### src/rtl/assert_macros.svh
// assertion macros shared by the rtl
`ifndef ASSERT_MACROS_SVH
`define ASSERT_MACROS_SVH
// implication checked on every clock, off during reset
`define ASSERT_IMP(label, clk, rst_n, a, c) \
	label: assert property (@(posedge clk) disable iff (!rst_n) (a) |-> (c)) \
		else $error("assertion failed");
// next-cycle implication
`define ASSERT_NXT(label, clk, rst_n, a, c) \
	label: assert property (@(posedge clk) disable iff (!rst_n) (a) |=> (c)) \
		else $error("assertion failed");
`endif

### src/rtl/ttb_pkg.sv
// package with constants and types for the tangent / bitangent block
package ttb_pkg;
	localparam int POS_WIDTH_DEF = 16;
	localparam int UV_WIDTH_DEF  = 16;
	localparam int OUT_W         = 32;
	localparam int POS_FRAC      = 8;
	localparam int UV_FRAC       = 12;
	localparam int OUT_FRAC      = 16;
	localparam int QSHIFT        = OUT_FRAC + UV_FRAC - POS_FRAC;
	localparam int CNT_W         = 8;

	// controller commands to the datapath
	typedef struct packed {
		logic hold0;     // store vertex 0
		logic hold1;     // store vertex 1
		logic deltas;    // register edge deltas from vertex 2
		logic prod;      // multiply step, index in sel
		logic num;       // form numerator / det from products
		logic div_start; // load divider
		logic div_step;  // one quotient bit
		logic div_done;  // store quotient, index in sel
		logic [2:0] sel;
	} ttb_cmd_t;

	typedef struct packed {
		logic degen;
	} ttb_sts_t;
endpackage

### src/rtl/ttb_ctrl.sv
// sequencer for vertex phases, products and serial division
module ttb_ctrl import ttb_pkg::*; #(
	parameter int DIV_STEPS = 64
) (
	input  logic     clk,
	input  logic     arst_n,
	input  logic     in_fire,
	input  logic     out_busy,
	input  logic     out_load_ok,
	input  ttb_sts_t sts,
	output logic     in_ready,
	output logic     out_load,
	output ttb_cmd_t cmd
);
	typedef enum logic [5:0] {
		S_IDLE = 6'b000001,
		S_PROD = 6'b000010,
		S_NUM  = 6'b000100,
		S_DIV  = 6'b001000,
		S_NEXT = 6'b010000,
		S_OUT  = 6'b100000
	} state_t;

	state_t state_q;
	logic [1:0] phase_q;
	logic [2:0] idx_q;
	logic [CNT_W-1:0] cnt_q;

	assign in_ready = (state_q == S_IDLE) && !out_busy;

	always_comb begin
		cmd = '0;
		cmd.sel = idx_q;
		out_load = 1'b0;
		unique case (state_q)
			S_IDLE: begin
				cmd.hold0 = in_fire && phase_q == 2'd0;
				cmd.hold1 = in_fire && phase_q == 2'd1;
				cmd.deltas = in_fire && phase_q == 2'd2;
			end
			S_PROD: cmd.prod = 1'b1;
			S_NUM: begin
				cmd.num = 1'b1;
				cmd.div_start = 1'b1;
			end
			S_DIV: begin
				cmd.div_step = 1'b1;
				cmd.div_done = cnt_q == CNT_W'(DIV_STEPS - 1);
			end
			S_NEXT: ;
			S_OUT: out_load = out_load_ok;
			default: ;
		endcase
	end

	always_ff @(posedge clk or negedge arst_n) begin
		if (!arst_n) begin
			state_q <= S_IDLE;
			phase_q <= 2'd0;
			idx_q <= '0;
			cnt_q <= '0;
		end else begin
			unique case (state_q)
				S_IDLE: if (in_fire) begin
					if (phase_q == 2'd2) begin
						phase_q <= 2'd0;
						idx_q <= '0;
						state_q <= S_PROD;
					end else begin
						phase_q <= phase_q + 2'd1;
					end
				end
				S_PROD: begin
					if (idx_q == 3'd6) begin
						idx_q <= '0;
						state_q <= S_NUM;
					end else begin
						idx_q <= idx_q + 3'd1;
					end
				end
				S_NUM: begin
					cnt_q <= '0;
					state_q <= sts.degen ? S_OUT : S_DIV;
				end
				S_DIV: begin
					if (cnt_q == CNT_W'(DIV_STEPS - 1)) state_q <= S_NEXT;
					else cnt_q <= cnt_q + CNT_W'(1);
				end
				S_NEXT: begin
					if (idx_q == 3'd5) begin
						state_q <= S_OUT;
					end else begin
						idx_q <= idx_q + 3'd1;
						state_q <= S_NUM;
					end
				end
				S_OUT: if (out_load_ok) state_q <= S_IDLE;
				default: state_q <= S_IDLE;
			endcase
		end
	end
endmodule

### src/rtl/ttb_dp.sv
// datapath: held vertices, products, numerators, restoring divider
module ttb_dp import ttb_pkg::*; #(
	parameter int POS_WIDTH = POS_WIDTH_DEF,
	parameter int UV_WIDTH  = UV_WIDTH_DEF
) (
	input  logic                        clk,
	input  logic signed [POS_WIDTH-1:0] pos_x,
	input  logic signed [POS_WIDTH-1:0] pos_y,
	input  logic signed [POS_WIDTH-1:0] pos_z,
	input  logic signed [UV_WIDTH-1:0]  tex_u,
	input  logic signed [UV_WIDTH-1:0]  tex_v,
	input  ttb_cmd_t                    cmd,
	output ttb_sts_t                    sts,
	output logic [6*OUT_W-1:0]          vec
);
	localparam int DPW = POS_WIDTH + 1;
	localparam int DUW = UV_WIDTH + 1;
	localparam int AW  = (DPW > DUW) ? DPW : DUW; // first multiplier operand
	localparam int PW  = AW + DUW;           // signed product width
	localparam int NW  = PW + 1;             // difference of products
	localparam int MW  = NW + QSHIFT;        // shifted numerator magnitude
	localparam int RW  = NW + 1;             // remainder

	logic signed [POS_WIDTH-1:0] p0_q [3];
	logic signed [POS_WIDTH-1:0] p1_q [3];
	logic signed [UV_WIDTH-1:0]  uv0_q [2];
	logic signed [UV_WIDTH-1:0]  uv1_q [2];
	logic signed [DPW-1:0] dp1_q [3];
	logic signed [DPW-1:0] dp2_q [3];
	logic signed [DUW-1:0] du1_q, dv1_q, du2_q, dv2_q;
	logic signed [PW-1:0]  pr_q [14];
	logic signed [NW-1:0]  det_q;
	logic [NW-1:0] dmag_q;
	logic          neg_q;
	logic [MW-1:0] n_q;
	logic [RW-1:0] rem_q;
	logic [OUT_W:0] quo_q;
	logic [OUT_W-1:0] res_q [6];

	// product operands per step: 0..5 numerators, 6 determinant
	logic signed [AW-1:0]  ma, mc;
	logic signed [DUW-1:0] mb, md;
	always_comb begin
		ma = '0; mb = '0; mc = '0; md = '0;
		unique case (cmd.sel)
			3'd0, 3'd1, 3'd2: begin
				ma = AW'(dp1_q[cmd.sel[1:0]]); mb = dv2_q;
				mc = AW'(dp2_q[cmd.sel[1:0]]); md = dv1_q;
			end
			3'd3, 3'd4, 3'd5: begin
				ma = AW'(dp2_q[cmd.sel[1:0] - 2'd3]); mb = du1_q;
				mc = AW'(dp1_q[cmd.sel[1:0] - 2'd3]); md = du2_q;
			end
			3'd6: begin
				ma = AW'(du1_q); mb = dv2_q;
				mc = AW'(dv1_q); md = du2_q;
			end
			default: ;
		endcase
	end

	logic signed [NW-1:0] numer;
	logic [NW-1:0] nmag;
	logic [RW-1:0] rtry;
	logic [RW:0]   rsub;
	always_comb begin
		numer = NW'(pr_q[{cmd.sel, 1'b0}]) - NW'(pr_q[{cmd.sel, 1'b1}]);
		nmag  = numer[NW-1] ? NW'(-numer) : numer;
		rtry  = {rem_q[RW-2:0], n_q[MW-1]};
		rsub  = {1'b0, rtry} - (RW+1)'(dmag_q);
	end

	always_ff @(posedge clk) begin
		if (cmd.hold0) begin
			p0_q[0] <= pos_x; p0_q[1] <= pos_y; p0_q[2] <= pos_z;
			uv0_q[0] <= tex_u; uv0_q[1] <= tex_v;
		end
		if (cmd.hold1) begin
			p1_q[0] <= pos_x; p1_q[1] <= pos_y; p1_q[2] <= pos_z;
			uv1_q[0] <= tex_u; uv1_q[1] <= tex_v;
		end
		if (cmd.deltas) begin
			dp1_q[0] <= DPW'(p1_q[0]) - DPW'(p0_q[0]);
			dp1_q[1] <= DPW'(p1_q[1]) - DPW'(p0_q[1]);
			dp1_q[2] <= DPW'(p1_q[2]) - DPW'(p0_q[2]);
			dp2_q[0] <= DPW'(pos_x) - DPW'(p0_q[0]);
			dp2_q[1] <= DPW'(pos_y) - DPW'(p0_q[1]);
			dp2_q[2] <= DPW'(pos_z) - DPW'(p0_q[2]);
			du1_q <= DUW'(uv1_q[0]) - DUW'(uv0_q[0]);
			dv1_q <= DUW'(uv1_q[1]) - DUW'(uv0_q[1]);
			du2_q <= DUW'(tex_u) - DUW'(uv0_q[0]);
			dv2_q <= DUW'(tex_v) - DUW'(uv0_q[1]);
		end
		if (cmd.prod) begin
			pr_q[{cmd.sel, 1'b0}] <= PW'(ma) * PW'(mb);
			pr_q[{cmd.sel, 1'b1}] <= PW'(mc) * PW'(md);
			if (cmd.sel == 3'd6) begin
				det_q  <= NW'(PW'(ma) * PW'(mb)) - NW'(PW'(mc) * PW'(md));
			end
		end
		if (cmd.sel == 3'd0 && cmd.num) begin
			dmag_q <= det_q[NW-1] ? NW'(-det_q) : det_q;
		end
		if (cmd.div_start) begin
			n_q   <= {nmag, QSHIFT'(0)};
			neg_q <= numer[NW-1] != det_q[NW-1];
			rem_q <= '0;
			quo_q <= '0;
		end else if (cmd.div_step) begin
			n_q <= {n_q[MW-2:0], 1'b0};
			if (!rsub[RW]) rem_q <= rsub[RW-1:0];
			else rem_q <= rtry;
			quo_q <= (quo_q[OUT_W] ? quo_q : {quo_q[OUT_W-1:0], !rsub[RW]});
		end
	end

	// saturate final quotient into the selected slot; a degenerate triangle zeroes all slots
	logic [OUT_W-1:0] qfin;
	logic [OUT_W:0]   qnext;
	always_comb begin
		qnext = quo_q[OUT_W] ? quo_q : {quo_q[OUT_W-1:0], !rsub[RW]};
		if (neg_q) begin
			qfin = (qnext > {2'b01, (OUT_W-1)'(0)}) ? {1'b1, (OUT_W-1)'(0)}
				: OUT_W'(-qnext);
		end else begin
			qfin = (qnext > {2'b00, {(OUT_W-1){1'b1}}}) ? {1'b0, {(OUT_W-1){1'b1}}}
				: qnext[OUT_W-1:0];
		end
	end
	always_ff @(posedge clk) begin
		if (cmd.num && sts.degen) begin
			for (int i = 0; i < 6; i++) res_q[i] <= '0;
		end else if (cmd.div_done) begin
			res_q[cmd.sel] <= qfin;
		end
	end

	assign sts.degen = det_q == '0;
	assign vec = {res_q[5], res_q[4], res_q[3], res_q[2], res_q[1], res_q[0]};
endmodule

### src/rtl/ttb_out.sv
// output register that replays one result three times
module ttb_out import ttb_pkg::*; (
	input  logic               clk,
	input  logic               arst_n,
	input  logic               load,
	input  logic [6*OUT_W-1:0] vec,
	input  logic               degen,
	input  logic               tready,
	output logic               tvalid,
	output logic               tlast,
	output logic [6*OUT_W-1:0] vec_q,
	output logic               degen_q,
	output logic               busy
);
	logic [1:0] left_q;
	always_ff @(posedge clk or negedge arst_n) begin
		if (!arst_n) begin
			left_q <= 2'd0;
		end else if (load) begin
			left_q <= 2'd3;
		end else if (tvalid && tready) begin
			left_q <= left_q - 2'd1;
		end
	end
	always_ff @(posedge clk) begin
		if (load) begin
			vec_q <= vec;
			degen_q <= degen;
		end
	end
	assign tvalid = left_q != 2'd0;
	assign tlast  = left_q == 2'd1;
	assign busy   = tvalid;
endmodule

### src/rtl/triangle_tangent_bitangent.sv
// top level of the triangle tangent / bitangent unit
//  channel | dir | contents
//  s_axis  | in  | one vertex word: pos_x, pos_y, pos_z, tex_u, tex_v
//  m_axis  | out | three result words per triangle, tlast on the third
// the first two vertices are only held; a third vertex starts 7 product steps,
// then 6 restoring divisions, each a setup, 55 quotient-bit steps and an advance,
// before the output load; a zero det skips the divisions and zeroes all slots;
// results are replayed three times from one output register, one word a cycle at
// best; new vertices wait until the replay is done; arst_n clears phase and control only
module triangle_tangent_bitangent import ttb_pkg::*; #(
	parameter int POS_WIDTH = POS_WIDTH_DEF,
	parameter int UV_WIDTH  = UV_WIDTH_DEF
) (
	input  logic clk,
	input  logic arst_n,
	input  logic s_axis_tvalid,
	output logic s_axis_tready,
	// pos_x, pos_y, pos_z, tex_u, tex_v from bit 0 up, zero filled
	input  logic [((3*POS_WIDTH+2*UV_WIDTH+7)/8)*8-1:0] s_axis_tdata,
	output logic m_axis_tvalid,
	input  logic m_axis_tready,
	// tangent_x/y/z, bitangent_x/y/z from bit 0 up
	output logic [6*OUT_W-1:0] m_axis_tdata,
	// degenerate
	output logic m_axis_tuser,
	output logic m_axis_tlast
);
	`include "assert_macros.svh"
	// wider of the two delta widths, as used by the datapath multiplier
	localparam int OPW = (POS_WIDTH > UV_WIDTH) ? POS_WIDTH + 1 : UV_WIDTH + 1;
	// one divider step per bit of the shifted numerator magnitude
	localparam int DIV_STEPS = OPW + UV_WIDTH + 2 + QSHIFT;

	ttb_cmd_t cmd;
	ttb_sts_t sts;
	logic in_fire, out_load, out_busy;
	logic [6*OUT_W-1:0] vec;

	assign in_fire = s_axis_tvalid && s_axis_tready;

	ttb_ctrl #(.DIV_STEPS(DIV_STEPS)) u_ctrl (
		.clk, .arst_n, .in_fire, .out_busy, .out_load_ok(!out_busy), .sts,
		.in_ready(s_axis_tready), .out_load, .cmd
	);

	ttb_dp #(.POS_WIDTH(POS_WIDTH), .UV_WIDTH(UV_WIDTH)) u_dp (
		.clk,
		.pos_x(s_axis_tdata[POS_WIDTH-1:0]),
		.pos_y(s_axis_tdata[2*POS_WIDTH-1:POS_WIDTH]),
		.pos_z(s_axis_tdata[3*POS_WIDTH-1:2*POS_WIDTH]),
		.tex_u(s_axis_tdata[3*POS_WIDTH+UV_WIDTH-1:3*POS_WIDTH]),
		.tex_v(s_axis_tdata[3*POS_WIDTH+2*UV_WIDTH-1:3*POS_WIDTH+UV_WIDTH]),
		.cmd, .sts, .vec
	);

	ttb_out u_out (
		.clk, .arst_n, .load(out_load), .vec, .degen(sts.degen),
		.tready(m_axis_tready), .tvalid(m_axis_tvalid), .tlast(m_axis_tlast),
		.vec_q(m_axis_tdata), .degen_q(m_axis_tuser), .busy(out_busy)
	);

	// no vertex taken while results are still being replayed
	`ASSERT_IMP(a_no_in_while_out, clk, arst_n, m_axis_tvalid, !s_axis_tready)
	// a load always starts a fresh three-word burst
	`ASSERT_NXT(a_load_valid, clk, arst_n, out_load, m_axis_tvalid && !m_axis_tlast)
endmodule
### config.mk
export PLATFORM = sky130hd
export DESIGN_NAME = triangle_tangent_bitangent
export DESIGN_NICKNAME = d
export VERILOG_FILES = /design/src/rtl/ttb_pkg.sv /design/src/rtl/ttb_ctrl.sv /design/src/rtl/ttb_dp.sv /design/src/rtl/ttb_out.sv /design/src/rtl/triangle_tangent_bitangent.sv
export VERILOG_INCLUDE_DIRS = /design/src /design/src/rtl
export SDC_FILE = /design/constraint.sdc
export NUM_CORES = 2
export LEC_CHECK = 0
export ABC_AREA = 1
export BUFFER_PORTS_ARGS = -buffer_cell sky130_fd_sc_hd__buf_2
export CAP_MARGIN = 25
export CORE_UTILIZATION = 64
export DETAILED_ROUTE_END_ITERATION = 8
export GPL_TIMING_DRIVEN = 0
export PLACE_DENSITY = 0.94
export SYNTH_ARGS = -nofsm -noshare
export SYNTH_HDL_FRONTEND = slang
export SYNTH_SLANG_ARGS = --single-unit
export TNS_END_PERCENT = 5
### constraint.sdc
create_clock -name clk -period 13.2 [get_ports clk]
set_clock_uncertainty 0.15 [all_clocks]
set_input_delay 1.98 -clock clk [delete_from_list [all_inputs] [get_ports clk]]
set_output_delay 1.98 -clock clk [all_outputs]
set_load 0.05 [all_outputs]
======== Word-level counts from Yosys, hierarchy flattened ========
Memory sizes are Yosys's and may differ from the RTL's. A register that Yosys moved wholly into a read port is not among the register bits.
Index checks and enable logic that the tools add are counted.
cells by class
  add/sub/neg operators ................... 21
  multiply operators ...................... 4
  order comparisons ....................... 2
  equality and inequality tests ........... 24
  muxes and demuxes ....................... 52
  reduce and logical (&&, ||, !) cells .... 28
operator list
  operator                                                                 count
  16-bit by 16-bit subtractor with 17-bit output                           10
  17-bit by 17-bit multiplier with 34-bit output                           4
  32-bit two-way mux                                                       4
  55-bit two-way mux                                                       2
  17-bit one-hot mux with 3 select lines                                   2
  35-bit two-way mux                                                       2
  35-bit negation                                                          2
  17-bit one-hot mux with 2 select lines                                   2
  6-bit two-way mux                                                        7
  36-bit by 35-bit subtractor with 37-bit output                           1
  6-bit one-hot mux with 6 select lines                                    1
  35-bit logical NOT                                                       1
  34-bit by 34-bit subtractor with 35-bit output                           1
  35-bit subtractor                                                        1
  34-bit two-way mux                                                       1
  33-bit by 31-bit > comparator with 1-bit output (second input constant)  1
  33-bit by 32-bit > comparator with 1-bit output (second input constant)  1
  33-bit two-way mux                                                       1
  32-bit negation                                                          1
  32-bit OR reduction                                                      1
  3-bit two-way mux                                                        6
  1-bit two-way mux                                                        16
  8-bit one-hot mux with 2 select lines                                    1
  2-bit two-way mux                                                        5
  33 further kinds                                                         57
storage, ports and cells
  bits in registers ....................... 264
  memory bits (writable) .................. 930
  bits of input ports ..................... 84
  output and inout bits ................... 196
  word-level logic and storage cells ...... 156
  memories ................................ 8
memory list
  name             words  width  rd ports  clocked after memory_dff  write ports  RTL line      text
  u_dp.pr_q        14     34     2         0                         2            ttb_dp.sv:31  logic signed [PW-1:0] pr_q [14];
  u_dp.res_q       6      32     6         6                         6            ttb_dp.sv:38  logic [OUT_W-1:0] res_q [6];
  u_dp.dp1_q       3      17     2         0                         3            ttb_dp.sv:28  logic signed [DPW-1:0] dp1_q [3];
  u_dp.dp2_q       3      17     2         0                         3            ttb_dp.sv:29  logic signed [DPW-1:0] dp2_q [3];
  u_dp.p0_q        3      16     3         0                         3            ttb_dp.sv:24  logic signed [POS_WIDTH-1:0] p0_q [3];
  u_dp.p1_q        3      16     3         0                         3            ttb_dp.sv:25  logic signed [POS_WIDTH-1:0] p1_q [3];
  2 more memories  --     --     --        --                        --           --

======== Longest topological paths before layout ========
  depth in word-level cells ............... 8
  depth in mapped cells ................... 49
  gate-level depth less buffers ........... 46

======== Modules after synthesis ========
Synthesis repeated with hierarchy kept, for this count alone.
second synthesis, totals
  cells, all modules ...................... 10,296
  area, all modules ....................... 102,773.6 µm²
modules (own cells, without submodules)
  module                      instances  cells an instance  area an instance (µm²)  seq. area each (µm²)
  ttb_dp                      1          9,891              95,502.8                34,513.1
  ttb_out                     1          210                5,930.7                 5,845.6
  ttb_ctrl                    1          192                1,328.8                 476.7
  triangle_tangent_bitangent  1          3                  11.3                    0.0

======== Worst setup path before layout ========
OpenSTA, ideal clock, no wires.
  path type ............................... in2reg
  start ................................... input s_axis_tvalid
  end ..................................... memory u_dp.dp1_q[0][0] (netlist bit) (enable)
  setup time .............................. 703 ps
  arrival time ............................ 9,181 ps
  required time ........................... 12,347 ps
  path slack .............................. 3,166 ps
  stages on the path ...................... 2
  path buffers ............................ 0
  cell sequence ........................... nand2_1 > nor2_1
RTL lines
  item                RTL line                          text
  start: declaration  triangle_tangent_bitangent.sv:16  input logic s_axis_tvalid,
  end: declaration    ttb_dp.sv:28

======== Worst setup path in the final report ========
  start ................................... register u_ctrl.idx_q[1]
  end ..................................... register u_dp.det_q[31], data pin
between the ends
  longest elaborated chain between the ends .. 5
  elaborated cells between the ends (all ways) .. 21
  classes of those cells .................. add/sub: 2; mul: 2; eq/ne: 6; mux: 4; reduce/logical: 5; memory: 2
ends and longest elaborated chain
  item                                                                                              RTL line                    text
  start: declaration                                                                                ttb_ctrl.sv:26              logic [2:0] idx_q;
  start signal: assignment                                                                          ttb_ctrl.sv:78              idx_q <= idx_q + 3'd1;
  start signal: assignment                                                                          ttb_ctrl.sv:93              idx_q <= idx_q + 3'd1;
  2-bit subtractor, or another cell as far along                                                    ttb_dp.sv:51, ttb_dp.sv:52
  memory read 3 x 17 bit, or another cell as far along                                              --
  17-bit one-hot mux with 3 select lines or 17-bit one-hot mux with 2 select lines (tied branches)  ttb_dp.sv:45                unique case (cmd.sel)
  17-bit by 17-bit multiplier with 34-bit output                                                    ttb_dp.sv:98                det_q <= NW'(PW'(ma) * PW'(mb)) - NW'(PW'(mc) * PW'(md));
  35-bit subtractor *                                                                               ttb_dp.sv:98
  end signal: assignment                                                                            ttb_dp.sv:98
  end: declaration                                                                                  ttb_dp.sv:32                logic signed [NW-1:0] det_q;
Every way passes the cells marked *; elsewhere a longest branch is shown, timed or not.
A chain may end at the register's enable or synchronous reset.

==> results.json <==
{
  "root_buffer": "clkbuf_16",
  "period_share_pct": 97.7,
  "placement.io_buffers": 279,
  "drt-total-wl_mm": 289,
  "syn_inst": 9109,
  "yosysSeqAreaShare_pct": 45.9,
  "dieHeight_um": 375,
  "core_mm2": 0.138,
  "grtUsageMet2_pct": 65.0,
  "ys_seq_elements": 1386,
  "vias": 71600,
  "place_hpwl_mm": 216,
  "row_count": 136,
  "synth_edf_count": 1297,
  "rsz0062_at_grt": "false",
  "max-vdd-ir-drop_mv": 0.133,
  "leakagePower_nw": 43.6,
  "finalNetCount": 10700,
  "via_per_inst": 6.21,
  "post-place-ws_ns": 0.649,
  "synth_top_cell_by_area": "edfxtp_1",
  "die_w_um": 375,
  "syn_area_mm2": 0.0890,
  "arrival_ns": 13.30,
  "hold_ws_ns": 0.268,
  "use_met1_pct": 49.2,
  "final_max_slew_viol_count": 0,
  "met3_usage_pct": 12.7,
  "p_per_area_mw_per_mm2": 90.7,
  "hold_buffers": 0,
  "start_util_pct": 64.6,
  "grt_max_degree": 43,
  "fp.dieArea_mm2": 0.141,
  "first_pass_iters": 9,
  "top_usage_layer": "met2",
  "status": "complete, but fails checks",
  "path_delay_family": "adder cells",
  "finalHoldViolations": 0,
  "synth_ff_type": "edfxtp_1",
  "synth_top_area_share_pct": 43.7,
  "syn_avg_cell_area_um2": 9.78,
  "end_kind": "flop",
  "setup_viol": 0,
  "setup_ws_ns": 0.300,
  "totalPowerFinal_mw": 8.96,
  "grt_pass1_wl_mm": 431,
  "cts_sinks": 1386,
  "worstMarginPinSlew_ns": 1.20,
  "path_clk_slew_ns": 0.06,
  "gp_congestion": 1.01,
  "maxCapViolCount": 0,
  "fmax_mhz": 77.5,
  "hold_class": "flop to flop",
  "clock_latency_ns": 0.84,
  "slowest_delay_ns": 0.79,
  "ant_nets": 0,
  "min_period_ns": 12.90,
  "final_core_util_pct": 71.7,
  "drive_above_1_share_pct": 7.60,
  "violations": "DRC",
  "max_slew_margin_pct": 19.8,
  "antenna_found_initial": 19,
  "io_pins": 280,
  "cts_buffer_depth": 3,
  "critical_path_buf_inv_count": 12,
  "htree_levels": 4,
  "mappedNetlistNets": 10200,
  "grt_use_total_pct": 41.3,
  "grt_pass1_vias": 71900,
  "wl_per_cell_um": 25.1,
  "cpMostUsedCell": "nand2_1",
  "crit_type": "flop to flop",
  "gr-total-overflow": 0,
  "cp_slowest_cell": "xor2_1",
  "yosys_warnings": 0,
  "syn2layout_area_growth_pct": 10.9,
  "cts_buffers": 138,
  "cts_tree": "done",
  "setup_tns_ns": 0,
  "start_kind": "flop",
  "synth_cell_types": 66,
  "drt-initial-drc-count": 9896,
  "worstPathRequired_ns": 13.60,
  "async_reset_ff_share_pct": 1.52,
  "netlist_top_cells_area": "edfxtp_1 (44%), fa_1 (14%), nand2_1 (8.2%), inv_1 (7.5%), ha_1 (6.1%)",
  "critical_path.max_fanout": 11,
  "route.detailed.drc": 6
}
==> Yosys cell counts (11+ instances only) <==
cell / count
nand2_1: 1951
inv_1: 1788
edfxtp_1: 1297
fa_1: 607
nor2_1: 606
ha_1: 435
a21oi_1: 423
o21ai_0: 338
nand3_1: 288
xor2_1: 216
clkbuf_1: 189
xnor2_1: 107
nand4_1: 89
dfxtp_1: 68
a221oi_1: 53
a22oi_1: 53
nor3_1: 50
o22ai_1: 48
a22o_1: 45
o21ai_1: 40
o221ai_1: 35
a21boi_0: 28
a31oi_1: 25
o211ai_1: 24
o21bai_1: 21
buf_2: 20
dfrtp_1: 20
nor4_1: 19
or2_2: 18
a211oi_1: 17
nand3_2: 17
buf_1: 15
inv_2: 13
o21a_1: 13
o21ai_2: 13
a21o_1: 11
nand3b_1: 11
==> through the flow <==
| stage | instance area, um2 | cells |
|---|---|---|
| final | 98800 | 11500 |
| after global routing | 98700 | 11500 |
| after CTS | 98600 | 11500 |
| after detailed placement | 94000 | 11300 |
| after global placement | 92700 | 11200 |
| after floorplan | 89000 | 9109 |
==> cell type report <==
class                   instances  area [um2]
clock buffers                 172        3600
flip-flops and latches       1386       40800
diodes                         13        32.5
repair buffers                364        2620
clock inverters                81        1010
plain buffers                 231         962
well taps                    1794        2240
fillers                      9219       39100
inverters                    1805        6780
multi-input cells            5685       40700
==> kinds of logic after synthesis <==
group / share of synthesized area [%]
xor+xnor: 3.18
simple gates: 14.3
flops: 45.9
compound gates: 8.25
buf+inv: 8.69
fa+ha+maj: 19.8
==> metal layers <==
metal | routed length [um] | up-vias
li1 | - | 30600
met1 | 98300 | 33900
met2 | 130000 | 5632
met3 | 37400 | 1405
met4 | 23100 | 16
met5 | 116 | -
==> power breakdown <==
| part | switching (mW) | internal [mW] | leakage, nW | total (mW) |
|---|---|---|---|---|
| sequential | 0.00210 | 4.75 | 11.5 | 4.75 |
| clock | 1.84 | 2.22 | 2.23 | 4.07 |
| combinational | 0.0968 | 0.0487 | 29.8 | 0.146 |
| total | 1.94 | 7.02 | 43.6 | 8.96 |
==> state kept, by name (all words and copies together), names as in the netlist, 32 cells and up <==
name and cells:
u_dp.p1_q 48, u_dp.uv0_q 32, u_dp.dmag_q 35, u_dp.rem_q 35, u_dp.det_q 35, u_dp.n_q 35, u_dp.dp1_q 51, u_dp.uv1_q 32
u_dp.dp2_q 51, u_dp.quo_q 33, u_dp.p0_q 48, m_axis_tdata 161, u_dp.res_q 192, u_dp.pr_q 476
==> final timing paths <==
check | from | end | slack (ns) | depth (start not counted)
min | u_dp.res_q[2][22] | m_axis_tdata[86] | 0.27 | 0
max in group asynchronous | arst_n | u_ctrl.cnt_q[6] | 11.20 | 1
min reg2reg | u_dp.res_q[2][22] | m_axis_tdata[86] | 0.27 | 0
max | u_ctrl.idx_q[1] | u_dp.det_q[31] | 0.30 | 43
max reg2reg | u_ctrl.idx_q[1] | u_dp.det_q[31] | 0.30 | 43
min in group asynchronous | arst_n | u_ctrl.idx_q[1] | 1.12 | 1
==> layout by cell type (no fill, tap or decap), drive strengths merged, types with 25 or more instances in the layout <==
master / netlist / layout
nand2: 1962 / 1962
inv: 1801 / 1810
edfxtp: 1297 / 1297
nor2: 619 / 619
fa: 607 / 607
ha: 435 / 435
a21oi: 424 / 424
buf: 44 / 408
o21ai: 392 / 392
clkbuf: 189 / 359
nand3: 305 / 305
xor2: 216 / 216
xnor2: 107 / 107
nand4: 91 / 91
dfxtp: 68 / 68
clkinv: 4 / 61
a221oi: 53 / 53
a22oi: 53 / 53
nor3: 52 / 52
o22ai: 52 / 52
a22o: 45 / 45
o221ai: 35 / 35
a21boi: 28 / 28
a31oi: 26 / 26
o211ai: 25 / 25
==> what timing repair did <==
item / in CTS / in global routing
gates resized for setup: 0 / 9
endpoints found under the setup margin: 0 / 9
setup buffers: 0 / 0
Power figures use the tool's default switching activity.
